File: src/rtl/scp_ecg_record_parser_defines.svh
// assertion macros for the scp ecg record parser
`ifndef SCP_ECG_RECORD_PARSER_DEFINES_SVH
`define SCP_ECG_RECORD_PARSER_DEFINES_SVH

// same-cycle implication, sampled on clk with reset masked
`define SCP_ASSERT_NOW(label, ante, cons, msg) \
  label: assert property (@(posedge clk) disable iff (!rst_n) (ante) |-> (cons)) \
    else $error(msg);

// next-cycle implication
`define SCP_ASSERT_NEXT(label, ante, cons, msg) \
  label: assert property (@(posedge clk) disable iff (!rst_n) (ante) |=> (cons)) \
    else $error(msg);

`endif

File: src/rtl/scp_pkg.sv
// shared types and constants of the scp ecg record parser
`default_nettype none
package scp_pkg;

  typedef enum logic [2:0] {
    ST_OK          = 3'd0,
    ST_RECORD_CRC  = 3'd1,
    ST_SEC_SHORT   = 3'd2,
    ST_SEC_OVERRUN = 3'd3,
    ST_SEC_CRC     = 3'd4
  } status_t;

  typedef struct packed {
    logic [15:0] year;
    logic [7:0]  month;
    logic [7:0]  day;
    logic [7:0]  hour;
    logic [7:0]  minute;
    logic [7:0]  second;
    logic [15:0] amplitude;
    logic [15:0] sample_interval;
    logic [15:0] sample_data_length;
    logic [31:0] sample_data_offset;
  } fields_t;

  localparam logic [15:0] CRC_INIT       = 16'hffff;
  localparam logic [15:0] CRC_POLY       = 16'h1021;
  localparam logic [7:0]  TAG_END        = 8'hff;
  localparam logic [7:0]  TAG_DATE       = 8'd25;
  localparam logic [7:0]  TAG_TIME       = 8'd26;
  localparam logic [31:0] REC_HDR_LEN    = 32'd6;
  localparam logic [31:0] SEC_HDR_LEN    = 32'd8;
  localparam logic [31:0] SEC_DATA_OFF   = 32'd16;
  localparam logic [31:0] SEC6_MIN_LEN   = 32'd24;
  localparam logic [15:0] SEC_ID_HEADER  = 16'd1;
  localparam logic [15:0] SEC_ID_RHYTHM  = 16'd6;

endpackage
`default_nettype wire

File: src/rtl/scp_ecg_record_parser.sv
// scp ecg record parser top level
//   channel | direction | payload
//   in_     | input     | start_of_record, data_byte
//   out_    | output    | status, date/time fields, section 6 fields
// one byte item is accepted per cycle while in_ready is high; all parsing for it is done in that cycle
// a result is registered on the last record byte and appears on out_ in the next cycle
// in_ready drops only while a result is held and out_ready is low
// rst_n (synchronous) clears all parse state; start_of_record does the same
`default_nettype none
`include "scp_ecg_record_parser_defines.svh"
module scp_ecg_record_parser (
  input  wire logic        clk,
  input  wire logic        rst_n,
  input  wire logic        in_valid,
  output logic             in_ready,
  input  wire logic        in_start_of_record,
  input  wire logic [7:0]  in_data_byte,
  output logic             out_valid,
  input  wire logic        out_ready,
  output logic      [2:0]  out_status,
  output logic      [15:0] out_year,
  output logic      [7:0]  out_month,
  output logic      [7:0]  out_day,
  output logic      [7:0]  out_hour,
  output logic      [7:0]  out_minute,
  output logic      [7:0]  out_second,
  output logic      [15:0] out_amplitude,
  output logic      [15:0] out_sample_interval,
  output logic      [15:0] out_sample_data_length,
  output logic      [31:0] out_sample_data_offset
);
  import scp_pkg::*;

  logic [31:0] pos_r, pos_nxt, rlen_r, rlen_nxt;
  logic [15:0] rcrc_st_r, rcrc_st_nxt, rcrc_r, rcrc_nxt;
  logic [31:0] sstart_r, sstart_nxt, slen_r, slen_nxt;
  logic [15:0] sid_r, sid_nxt, scrc_st_r, scrc_st_nxt, scrc_r, scrc_nxt;
  logic        active_r, active_nxt, done_r, done_nxt;
  status_t     err_r, err_nxt;
  fields_t     staged_r, staged_nxt, commit_r, commit_nxt;
  logic        w_on_r, w_on_nxt;
  logic [1:0]  w_phase_r, w_phase_nxt;
  logic [33:0] w_next_r, w_next_nxt;
  logic [7:0]  w_code_r, w_code_nxt;
  logic [15:0] w_vlen_r, w_vlen_nxt;
  logic        a_on_r, a_on_nxt, a_date_r, a_date_nxt;
  logic [33:0] a_base_r, a_base_nxt;
  logic        d_on_r, d_on_nxt;
  logic [33:0] d_pos_r, d_pos_nxt;

  logic        out_valid_r, out_valid_nxt;
  status_t     out_status_r, out_status_nxt;
  fields_t     out_fields_r, out_fields_nxt;

  logic        in_fire, res_fire;
  logic [15:0] rcrc_in, rcrc_upd, scrc_in, scrc_upd;

  assign in_ready = !out_valid_r || out_ready;
  assign in_fire  = in_valid && in_ready;

  assign rcrc_in = in_start_of_record ? CRC_INIT : rcrc_r;
  assign scrc_in = active_r ? scrc_r : CRC_INIT;

  scp_crc16 u_rec_crc (.crc_in(rcrc_in), .data(in_data_byte), .crc_out(rcrc_upd));
  scp_crc16 u_sec_crc (.crc_in(scrc_in), .data(in_data_byte), .crc_out(scrc_upd));

  always_comb begin
    logic [31:0] pos, off, s, last;
    logic [7:0]  b;
    logic [33:0] pos_w, sec_end;
    logic        stop;
    pos_nxt = pos_r; rlen_nxt = rlen_r; rcrc_st_nxt = rcrc_st_r; rcrc_nxt = rcrc_r;
    sstart_nxt = sstart_r; slen_nxt = slen_r; sid_nxt = sid_r;
    scrc_st_nxt = scrc_st_r; scrc_nxt = scrc_r;
    active_nxt = active_r; done_nxt = done_r; err_nxt = err_r;
    staged_nxt = staged_r; commit_nxt = commit_r;
    w_on_nxt = w_on_r; w_phase_nxt = w_phase_r; w_next_nxt = w_next_r;
    w_code_nxt = w_code_r; w_vlen_nxt = w_vlen_r;
    a_on_nxt = a_on_r; a_date_nxt = a_date_r; a_base_nxt = a_base_r;
    d_on_nxt = d_on_r; d_pos_nxt = d_pos_r;
    res_fire = 1'b0;
    pos = '0; off = '0; s = '0; last = '0; pos_w = '0; sec_end = '0; stop = 1'b0;
    b = in_data_byte;
    if (in_fire) begin
      if (in_start_of_record) begin
        pos_nxt = '0; rlen_nxt = '0; rcrc_st_nxt = '0; rcrc_nxt = CRC_INIT;
        sstart_nxt = REC_HDR_LEN; slen_nxt = '0; sid_nxt = '0;
        scrc_st_nxt = '0; scrc_nxt = CRC_INIT;
        active_nxt = 1'b0; done_nxt = 1'b0; err_nxt = ST_OK;
        staged_nxt = '0; commit_nxt = '0;
        w_on_nxt = 1'b1; w_phase_nxt = '0; w_next_nxt = 34'(SEC_DATA_OFF);
        w_code_nxt = '0; w_vlen_nxt = '0;
        a_on_nxt = 1'b0; a_date_nxt = 1'b0; a_base_nxt = '0;
        d_on_nxt = 1'b0; d_pos_nxt = '0;
      end
      if (!done_nxt) begin
        pos = pos_nxt;
        pos_w = {2'b00, pos};
        if (pos < 32'd2) begin
          if (pos[0]) rcrc_st_nxt[15:8] = b;
          else rcrc_st_nxt[7:0] = b;
        end else begin
          rcrc_nxt = rcrc_upd;
        end
        if (pos >= 32'd2 && pos < REC_HDR_LEN) begin
          case (pos[2:0])
            3'd2:    rlen_nxt[7:0]   = b;
            3'd3:    rlen_nxt[15:8]  = b;
            3'd4:    rlen_nxt[23:16] = b;
            default: rlen_nxt[31:24] = b;
          endcase
        end
        // section walk
        if (pos >= REC_HDR_LEN && err_nxt == ST_OK &&
            (active_nxt || pos == sstart_nxt)) begin
          s = sstart_nxt;
          if (!active_nxt) begin
            active_nxt = 1'b1; scrc_st_nxt = '0; sid_nxt = '0; slen_nxt = '0;
            staged_nxt = commit_nxt;
            w_on_nxt = 1'b1; w_phase_nxt = '0;
            w_next_nxt = {2'b00, s} + 34'(SEC_DATA_OFF);
            w_code_nxt = '0; w_vlen_nxt = '0;
            a_on_nxt = 1'b0; a_date_nxt = 1'b0; a_base_nxt = '0;
            d_on_nxt = 1'b0; d_pos_nxt = '0;
          end
          off = pos - s;
          if (off >= 32'd2) scrc_nxt = scrc_upd;
          else scrc_nxt = CRC_INIT;
          if (off < 32'd2) begin
            if (off[0]) scrc_st_nxt[15:8] = b;
            else scrc_st_nxt[7:0] = b;
          end else if (off < 32'd4) begin
            if (off[0]) sid_nxt[15:8] = b;
            else sid_nxt[7:0] = b;
          end else if (off < SEC_HDR_LEN) begin
            case (off[1:0])
              2'd0:    slen_nxt[7:0]   = b;
              2'd1:    slen_nxt[15:8]  = b;
              2'd2:    slen_nxt[23:16] = b;
              default: slen_nxt[31:24] = b;
            endcase
            if (off == 32'd7) begin
              if (slen_nxt < SEC_HDR_LEN) begin
                err_nxt = ST_SEC_SHORT; active_nxt = 1'b0; stop = 1'b1;
              end else if (rlen_nxt >= s && slen_nxt > rlen_nxt - s) begin
                err_nxt = ST_SEC_OVERRUN; active_nxt = 1'b0; stop = 1'b1;
              end
            end
          end else if (off >= SEC_DATA_OFF) begin
            sec_end = {2'b00, s} + {2'b00, slen_nxt};
            if (sid_nxt == SEC_ID_HEADER) begin
              // value captures of the current tag entry
              if (a_on_nxt) begin
                if (pos_w == a_base_nxt + 34'd3) begin
                  if (a_date_nxt) staged_nxt.year[7:0] = b;
                  else staged_nxt.hour = b;
                end else if (pos_w == a_base_nxt + 34'd4) begin
                  if (a_date_nxt) staged_nxt.year[15:8] = b;
                  else staged_nxt.minute = b;
                end else if (pos_w == a_base_nxt + 34'd5) begin
                  if (a_date_nxt) staged_nxt.month = b;
                  else staged_nxt.second = b;
                  a_on_nxt = 1'b0;
                end
              end
              if (d_on_nxt && pos_w == d_pos_nxt) begin
                staged_nxt.day = b;
                d_on_nxt = 1'b0;
              end
              if (w_on_nxt) begin
                case (w_phase_nxt)
                  2'd0: begin
                    if (pos_w == w_next_nxt) begin
                      if (w_next_nxt + 34'd3 > sec_end || b == TAG_END) begin
                        w_on_nxt = 1'b0;
                      end else begin
                        w_code_nxt = b; w_phase_nxt = 2'd1;
                      end
                    end
                  end
                  2'd1: begin
                    w_vlen_nxt = {8'h00, b}; w_phase_nxt = 2'd2;
                  end
                  default: begin
                    w_vlen_nxt[15:8] = b;
                    w_phase_nxt = 2'd0;
                    if ({18'd0, w_vlen_nxt} > sec_end - w_next_nxt) begin
                      w_on_nxt = 1'b0;
                    end else begin
                      if (w_code_nxt == TAG_DATE) begin
                        staged_nxt.year = '0; staged_nxt.month = '0; staged_nxt.day = '0;
                        a_on_nxt = 1'b1; a_date_nxt = 1'b1; a_base_nxt = w_next_nxt;
                        d_on_nxt = 1'b1; d_pos_nxt = w_next_nxt + 34'd6;
                      end else if (w_code_nxt == TAG_TIME) begin
                        staged_nxt.hour = '0; staged_nxt.minute = '0;
                        staged_nxt.second = '0;
                        a_on_nxt = 1'b1; a_date_nxt = 1'b0; a_base_nxt = w_next_nxt;
                      end
                      w_next_nxt = w_next_nxt + 34'd3 + {18'd0, w_vlen_nxt};
                    end
                  end
                endcase
              end
            end else if (sid_nxt == SEC_ID_RHYTHM && slen_nxt >= SEC6_MIN_LEN) begin
              case (off)
                32'd16: begin
                  staged_nxt.amplitude = {8'h00, b};
                  staged_nxt.sample_data_offset = s + SEC6_MIN_LEN;
                end
                32'd17:  staged_nxt.amplitude[15:8] = b;
                32'd18:  staged_nxt.sample_interval = {8'h00, b};
                32'd19:  staged_nxt.sample_interval[15:8] = b;
                32'd22:  staged_nxt.sample_data_length = {8'h00, b};
                32'd23:  staged_nxt.sample_data_length[15:8] = b;
                default: ;
              endcase
            end
          end
          // last byte of the section
          if (!stop && off >= 32'd7 && {1'b0, off} + 33'd1 == {1'b0, slen_nxt}) begin
            if (scrc_nxt == scrc_st_nxt) commit_nxt = staged_nxt;
            else err_nxt = ST_SEC_CRC;
            active_nxt = 1'b0;
            sstart_nxt = s + slen_nxt;
          end
        end
        last = (rlen_nxt > REC_HDR_LEN) ? rlen_nxt - 32'd1 : REC_HDR_LEN - 32'd1;
        if (pos >= REC_HDR_LEN - 32'd1 && pos == last) begin
          res_fire = 1'b1;
          done_nxt = 1'b1;
        end else begin
          pos_nxt = pos + 32'd1;
        end
      end
    end
  end

  always_comb begin
    out_valid_nxt  = out_valid_r;
    out_status_nxt = out_status_r;
    out_fields_nxt = out_fields_r;
    if (out_ready) out_valid_nxt = 1'b0;
    if (res_fire) begin
      out_valid_nxt = 1'b1;
      if (rcrc_nxt != rcrc_st_nxt) begin
        out_status_nxt = ST_RECORD_CRC;
        out_fields_nxt = '0;
      end else begin
        out_fields_nxt = commit_nxt;
        if (err_nxt != ST_OK) out_status_nxt = err_nxt;
        else if (active_nxt) out_status_nxt = ST_SEC_OVERRUN;
        else out_status_nxt = ST_OK;
      end
    end
  end

  always_ff @(posedge clk) begin
    if (!rst_n) begin
      pos_r <= '0; rlen_r <= '0; rcrc_st_r <= '0; rcrc_r <= CRC_INIT;
      sstart_r <= REC_HDR_LEN; slen_r <= '0; sid_r <= '0;
      scrc_st_r <= '0; scrc_r <= CRC_INIT;
      active_r <= 1'b0; done_r <= 1'b0; err_r <= ST_OK;
      staged_r <= '0; commit_r <= '0;
      w_on_r <= 1'b1; w_phase_r <= '0; w_next_r <= 34'(SEC_DATA_OFF);
      w_code_r <= '0; w_vlen_r <= '0;
      a_on_r <= 1'b0; a_date_r <= 1'b0; a_base_r <= '0;
      d_on_r <= 1'b0; d_pos_r <= '0;
      out_valid_r <= 1'b0;
    end else begin
      pos_r <= pos_nxt; rlen_r <= rlen_nxt; rcrc_st_r <= rcrc_st_nxt; rcrc_r <= rcrc_nxt;
      sstart_r <= sstart_nxt; slen_r <= slen_nxt; sid_r <= sid_nxt;
      scrc_st_r <= scrc_st_nxt; scrc_r <= scrc_nxt;
      active_r <= active_nxt; done_r <= done_nxt; err_r <= err_nxt;
      staged_r <= staged_nxt; commit_r <= commit_nxt;
      w_on_r <= w_on_nxt; w_phase_r <= w_phase_nxt; w_next_r <= w_next_nxt;
      w_code_r <= w_code_nxt; w_vlen_r <= w_vlen_nxt;
      a_on_r <= a_on_nxt; a_date_r <= a_date_nxt; a_base_r <= a_base_nxt;
      d_on_r <= d_on_nxt; d_pos_r <= d_pos_nxt;
      out_valid_r <= out_valid_nxt;
    end
  end

  always_ff @(posedge clk) begin
    out_status_r <= out_status_nxt;
    out_fields_r <= out_fields_nxt;
  end

  assign out_valid              = out_valid_r;
  assign out_status             = out_status_r;
  assign out_year               = out_fields_r.year;
  assign out_month              = out_fields_r.month;
  assign out_day                = out_fields_r.day;
  assign out_hour               = out_fields_r.hour;
  assign out_minute             = out_fields_r.minute;
  assign out_second             = out_fields_r.second;
  assign out_amplitude          = out_fields_r.amplitude;
  assign out_sample_interval    = out_fields_r.sample_interval;
  assign out_sample_data_length = out_fields_r.sample_data_length;
  assign out_sample_data_offset = out_fields_r.sample_data_offset;

  `SCP_ASSERT_NEXT(a_done_after_result, res_fire, done_r && out_valid_r, "result without done")
  `SCP_ASSERT_NOW(a_crc_fail_zero, out_valid_r && out_status_r == ST_RECORD_CRC,
    out_fields_r == '0, "record crc failure with nonzero fields")
  `SCP_ASSERT_NOW(a_err_idle, err_r != ST_OK, !active_r, "section active after error")

endmodule
`default_nettype wire

File: src/rtl/scp_crc16.sv
// crc-ccitt update by one byte, msb first
`default_nettype none
module scp_crc16 (
  input  wire logic [15:0] crc_in,
  input  wire logic [7:0]  data,
  output logic      [15:0] crc_out
);
  import scp_pkg::*;

  always_comb begin
    logic [15:0] c;
    c = crc_in ^ {data, 8'h00};
    for (int i = 0; i < 8; i++) begin
      c = c[15] ? ((c << 1) ^ CRC_POLY) : (c << 1);
    end
    crc_out = c;
  end

endmodule
`default_nettype wire
File: config.mk
export PLATFORM = sky130hd
export DESIGN_NAME = scp_ecg_record_parser
export DESIGN_NICKNAME = d
export VERILOG_FILES = /design/src/rtl/scp_pkg.sv /design/src/rtl/scp_ecg_record_parser.sv /design/src/rtl/scp_crc16.sv
export VERILOG_INCLUDE_DIRS = /design/src /design/src/rtl
export SDC_FILE = /design/constraint.sdc
export NUM_CORES = 2
export LEC_CHECK = 0
export BUFFER_PORTS_ARGS = -buffer_cell sky130_fd_sc_hd__buf_2
export CORE_MARGIN = 10
export CORE_UTILIZATION = 34
export CTS_BUF_LIST = sky130_fd_sc_hd__clkbuf_16
export DETAILED_ROUTE_END_ITERATION = 8
export PLACE_DENSITY = 0.56
export SYNTH_ARGS = -nofsm -noshare
export SYNTH_HDL_FRONTEND = slang
export SYNTH_SLANG_ARGS = --single-unit
export TNS_END_PERCENT = 50
File: constraint.sdc
create_clock -name clk -period 25.9 [get_ports clk]
set_input_delay 6.475 -clock clk [delete_from_list [all_inputs] [get_ports clk]]
set_output_delay 6.475 -clock clk [all_outputs]
set_load 0.01 [all_outputs]
==> flow_summary.toml <==
[power_and_ir_drop]
pwr-share-clk_pct = 46.8
combinationalPowerShare_pct = 9.7
seq_power_share_pct = 43.5
intPower_mw = 1.956
swShare_pct = 28.47
powerDensity_mw_per_mm2 = 42.70
leakagePower_nw = 23.26
power_switching_mw = 0.7788
peakVddDrop_uv = 54.76

[detailed_routing]
drt_iter0_markers = 8153
ant_nets = 0
wl_per_cell_um = 28.30
via_count = 61859
drt-total-wl_um = 281900
drc = 0
dr.pass1.iters = 6
viasPerCell = 6.211

[floorplan]
core_mm2 = 0.1695
die_h_um = 433.1
rows = 151
chipWidth_um = 433.1
start_util_pct = 34.23
dieArea_mm2 = 0.1876
io_pins = 154

[logic_synthesis]
synth_seq_area_share_pct = 28.24
synth_area_mm2 = 0.05802
yosys_most_used_dff = "dfxtp_1"
yosysWarnings = 0
synth_top_area_share_pct = 21.05
synth-edff-count = 139
synth-seq-cells = 749
yosysTopAreaCell = "dfxtp_1"
netlist_instances = 7740
synth.area.top_cells = "dfxtp_1 (21%), edfxtp_1 (7.2%), nor2_1 (6.3%)"
async_reset_ff_share_pct = 0
postSynthAreaPerCell_um2 = 7.496
syn_nets = 8029
yosysUniqueCellTypes = 118

[critical_path]
worstSetupPathType = "input port to flop"
cp_slowest_cell = "nor2b_1"
cp_data_arrival_time_ns = 19.07
cp_slowest_stage_delay_ns = 0.93
start_kind = "input port"
worstSetupEndpointType = "flop"
worstPathRequired_ns = 26.52
worstPathBufferInverterCount = 9
cpLargestDelayFamily = "compound AO/OA/AOI/OAI gates"
worst_path_most_repeated_cell = "buf_4"
crit_fanout = 57

[sta]
slew_headroom_pct = 10.21
rsz0062_at_grt = "false"
fin_crit_ns = 18.45
min_period_over_period_pct = 71.24
tns_ns = 0
finalMaxSlewViolations = 0
hold_viol_final = 0
tightest_slew_ns = 1.333
fmax_mhz = 54.20
worst_clock_skew_ns = 0.06658
finalSetupViolCount = 0

[layout]
syn2layout_area_growth_pct = 10.41
multi_input_area_mm2 = 0.03873
final-seq-area_mm2 = 0.01639
drive_gt1_share_pct = 8.633
n_fill_cell = 17687
fin_area_mm2 = 0.06405
finalNetCount = 7948

[clock_network]
numCtsBuffers = 92
cts-root-buf = "clkbuf_16"
postCtsSetupBuffers = 0
cts_tree = "built"
cts_max_path_buffers = 3
cts_hold_buf = 0
cts.sinks = 749
insertion_delay_ns = 0.77
postCtsResizedCells = 0
cts_max_level = 3
path_clk_slew_ns = 0.06

[global_route]
grt_max_degree = 187
antenna_found_initial = 13
grt_pass1_vias = 56581
overflow = 0
grtUsageTotal_pct = 28.49
grt_pass1_wl_um = 402000

[run]
drv_cap = 0

[placed_design]
gp_congestion = 1.098
hpwl_um = 206000
port_buffers = 153
dpl_cell_area_mm2 = 0.06108

[run_status]
outcome = "finished clean"

[min_path]
min_path_type = "flop to flop"
-- power by group through the flow --
stage | Sequential (mW) | Clock, mW | Combinational, mW
finish | 1.19 | 1.28 | 0.265
global placement | 1.21 | 0 | 0.254
floorplan | 1.21 | 0 | 0.170
CTS | 1.19 | 1.29 | 0.257
global route | 1.19 | 1.34 | 0.280
detailed placement | 1.22 | 0 | 0.256
-- tightest hold or removal path, cell delays in order, from the launching register on --
cell	delay (ns)
dfxtp_1	0.31
nand2_1	0.05
a21oi_1	0.05
-- cell usage in the layout, fill, tap and decap left out, drive strengths merged, types with 29 or more instances in the layout --
cell type,Yosys,routed
a211oi,62,62
a21o,142,142
a21oi,623,623
a22o,36,36
a22oi,337,337
a31oi,64,64
and2,64,64
and3,60,60
buf,141,331
clkbuf,365,95
clkinv,10,60
dfxtp,610,610
edfxtp,139,139
ha,271,271
inv,272,292
mux2,70,70
mux2i,160,160
nand2,868,868
nand2b,65,65
nand3,347,347
nand4,111,111
nor2,983,983
nor2b,81,81
nor3,205,205
nor4,87,87
o211ai,30,30
o21a,48,48
o21ai,374,374
o22ai,43,43
o31ai,29,29
or2,30,30
or3,86,86
or4,34,34
xnor2,377,377
xor2,147,147
-- worst paths after layout --
check                           slack, ns                           to                 startpoint  cells past startpoint
worst max-delay path                 7.45  out_second[3]$_SDFFCE_PP0P_         in_start_of_record                     49
worst min register to register       0.45    a_base_r[33]$_SDFFE_PN0P_  a_base_r[33]$_SDFFE_PN0P_                      2
worst max register to register      13.36  out_second[3]$_SDFFCE_PP0P_      pos_r[3]$_SDFFE_PN0P_                     46
worst min-delay path                 0.45    a_base_r[33]$_SDFFE_PN0P_  a_base_r[33]$_SDFFE_PN0P_                      2
-- flip-flops by register name, summed over array words and instances (netlist names), 32 cells and up --
name	cells
rlen_r	32
w_next_r	34
staged_r	136
pos_r	32
sstart_r	32
out_sample_data_offset	32
slen_r	32
commit_r	136
a_base_r	34
d_pos_r	34
-- cell usage after synthesis, drive strengths merged, types with 62 or more instances --
master / number
clkbuf: 365
dfxtp: 610
nand4: 111
nand2b: 65
xor2: 147
nand3: 347
mux2: 70
ha: 271
or3: 86
a211oi: 62
nand2: 868
and2: 64
nor2b: 81
a21o: 142
o21ai: 374
nor3: 205
xnor2: 377
edfxtp: 139
a31oi: 64
inv: 272
buf: 141
mux2i: 160
nor2: 983
a21oi: 623
nor4: 87
a22oi: 337
-- metal layers --
metal	share of wire, %	vias to the layer above	GRT usage, %
met5	0.022	-	0
met4	6.8	8	16.51
met3	10	697	5.685
met2	42	3426	42.06
met1	42	30071	38.35
li1	-	27657	-
-- cell type report --
cell class              count  area share [%]
flip-flops and latches    749           25.59
repair buffers            331           3.313
clock inverters            78          0.9005
multi-input cells        6203           60.46
well taps                2218           4.333
clock buffers              95           3.711
diodes                      4         0.01563
inverters                 282           1.680
-- per-stage QoR --
| stage | worst slack (ns) | util, % | instances | hold slack [ns] | power (mW) |
|---|---|---|---|---|---|
| 3_5_place_dp | 7.036 | 36.04 | 9782 | 0.4421 | 1.471 |
| 3_3_place_gp | 7.347 | 36.04 | 9782 | 0.4340 | 1.469 |
| 5_1_grt | 6.707 | 37.79 | 9957 | 0.4704 | 2.808 |
| 6_report | 7.450 | 37.80 | 9960 | 0.4507 | 2.735 |
| 4_1_cts | 7.833 | 37.79 | 9955 | 0.4507 | 2.741 |
| 2_1_floorplan | 8.009 | - | 7740 | 0.4281 | 1.383 |
-- cell families (layout without fill, tap and decap cells) --
family,Yosys count,after routing,share of synthesized area [%]
other cells,0,4,0
mux,230,230,4.126
compound gates,2061,2061,23.13
fa+ha+maj,277,277,6.034
buf+inv,788,786,5.355
simple gates,3111,3111,25.19
xor+xnor,524,524,7.924
flops,749,749,28.24
(Power assumes the default switching activity.)
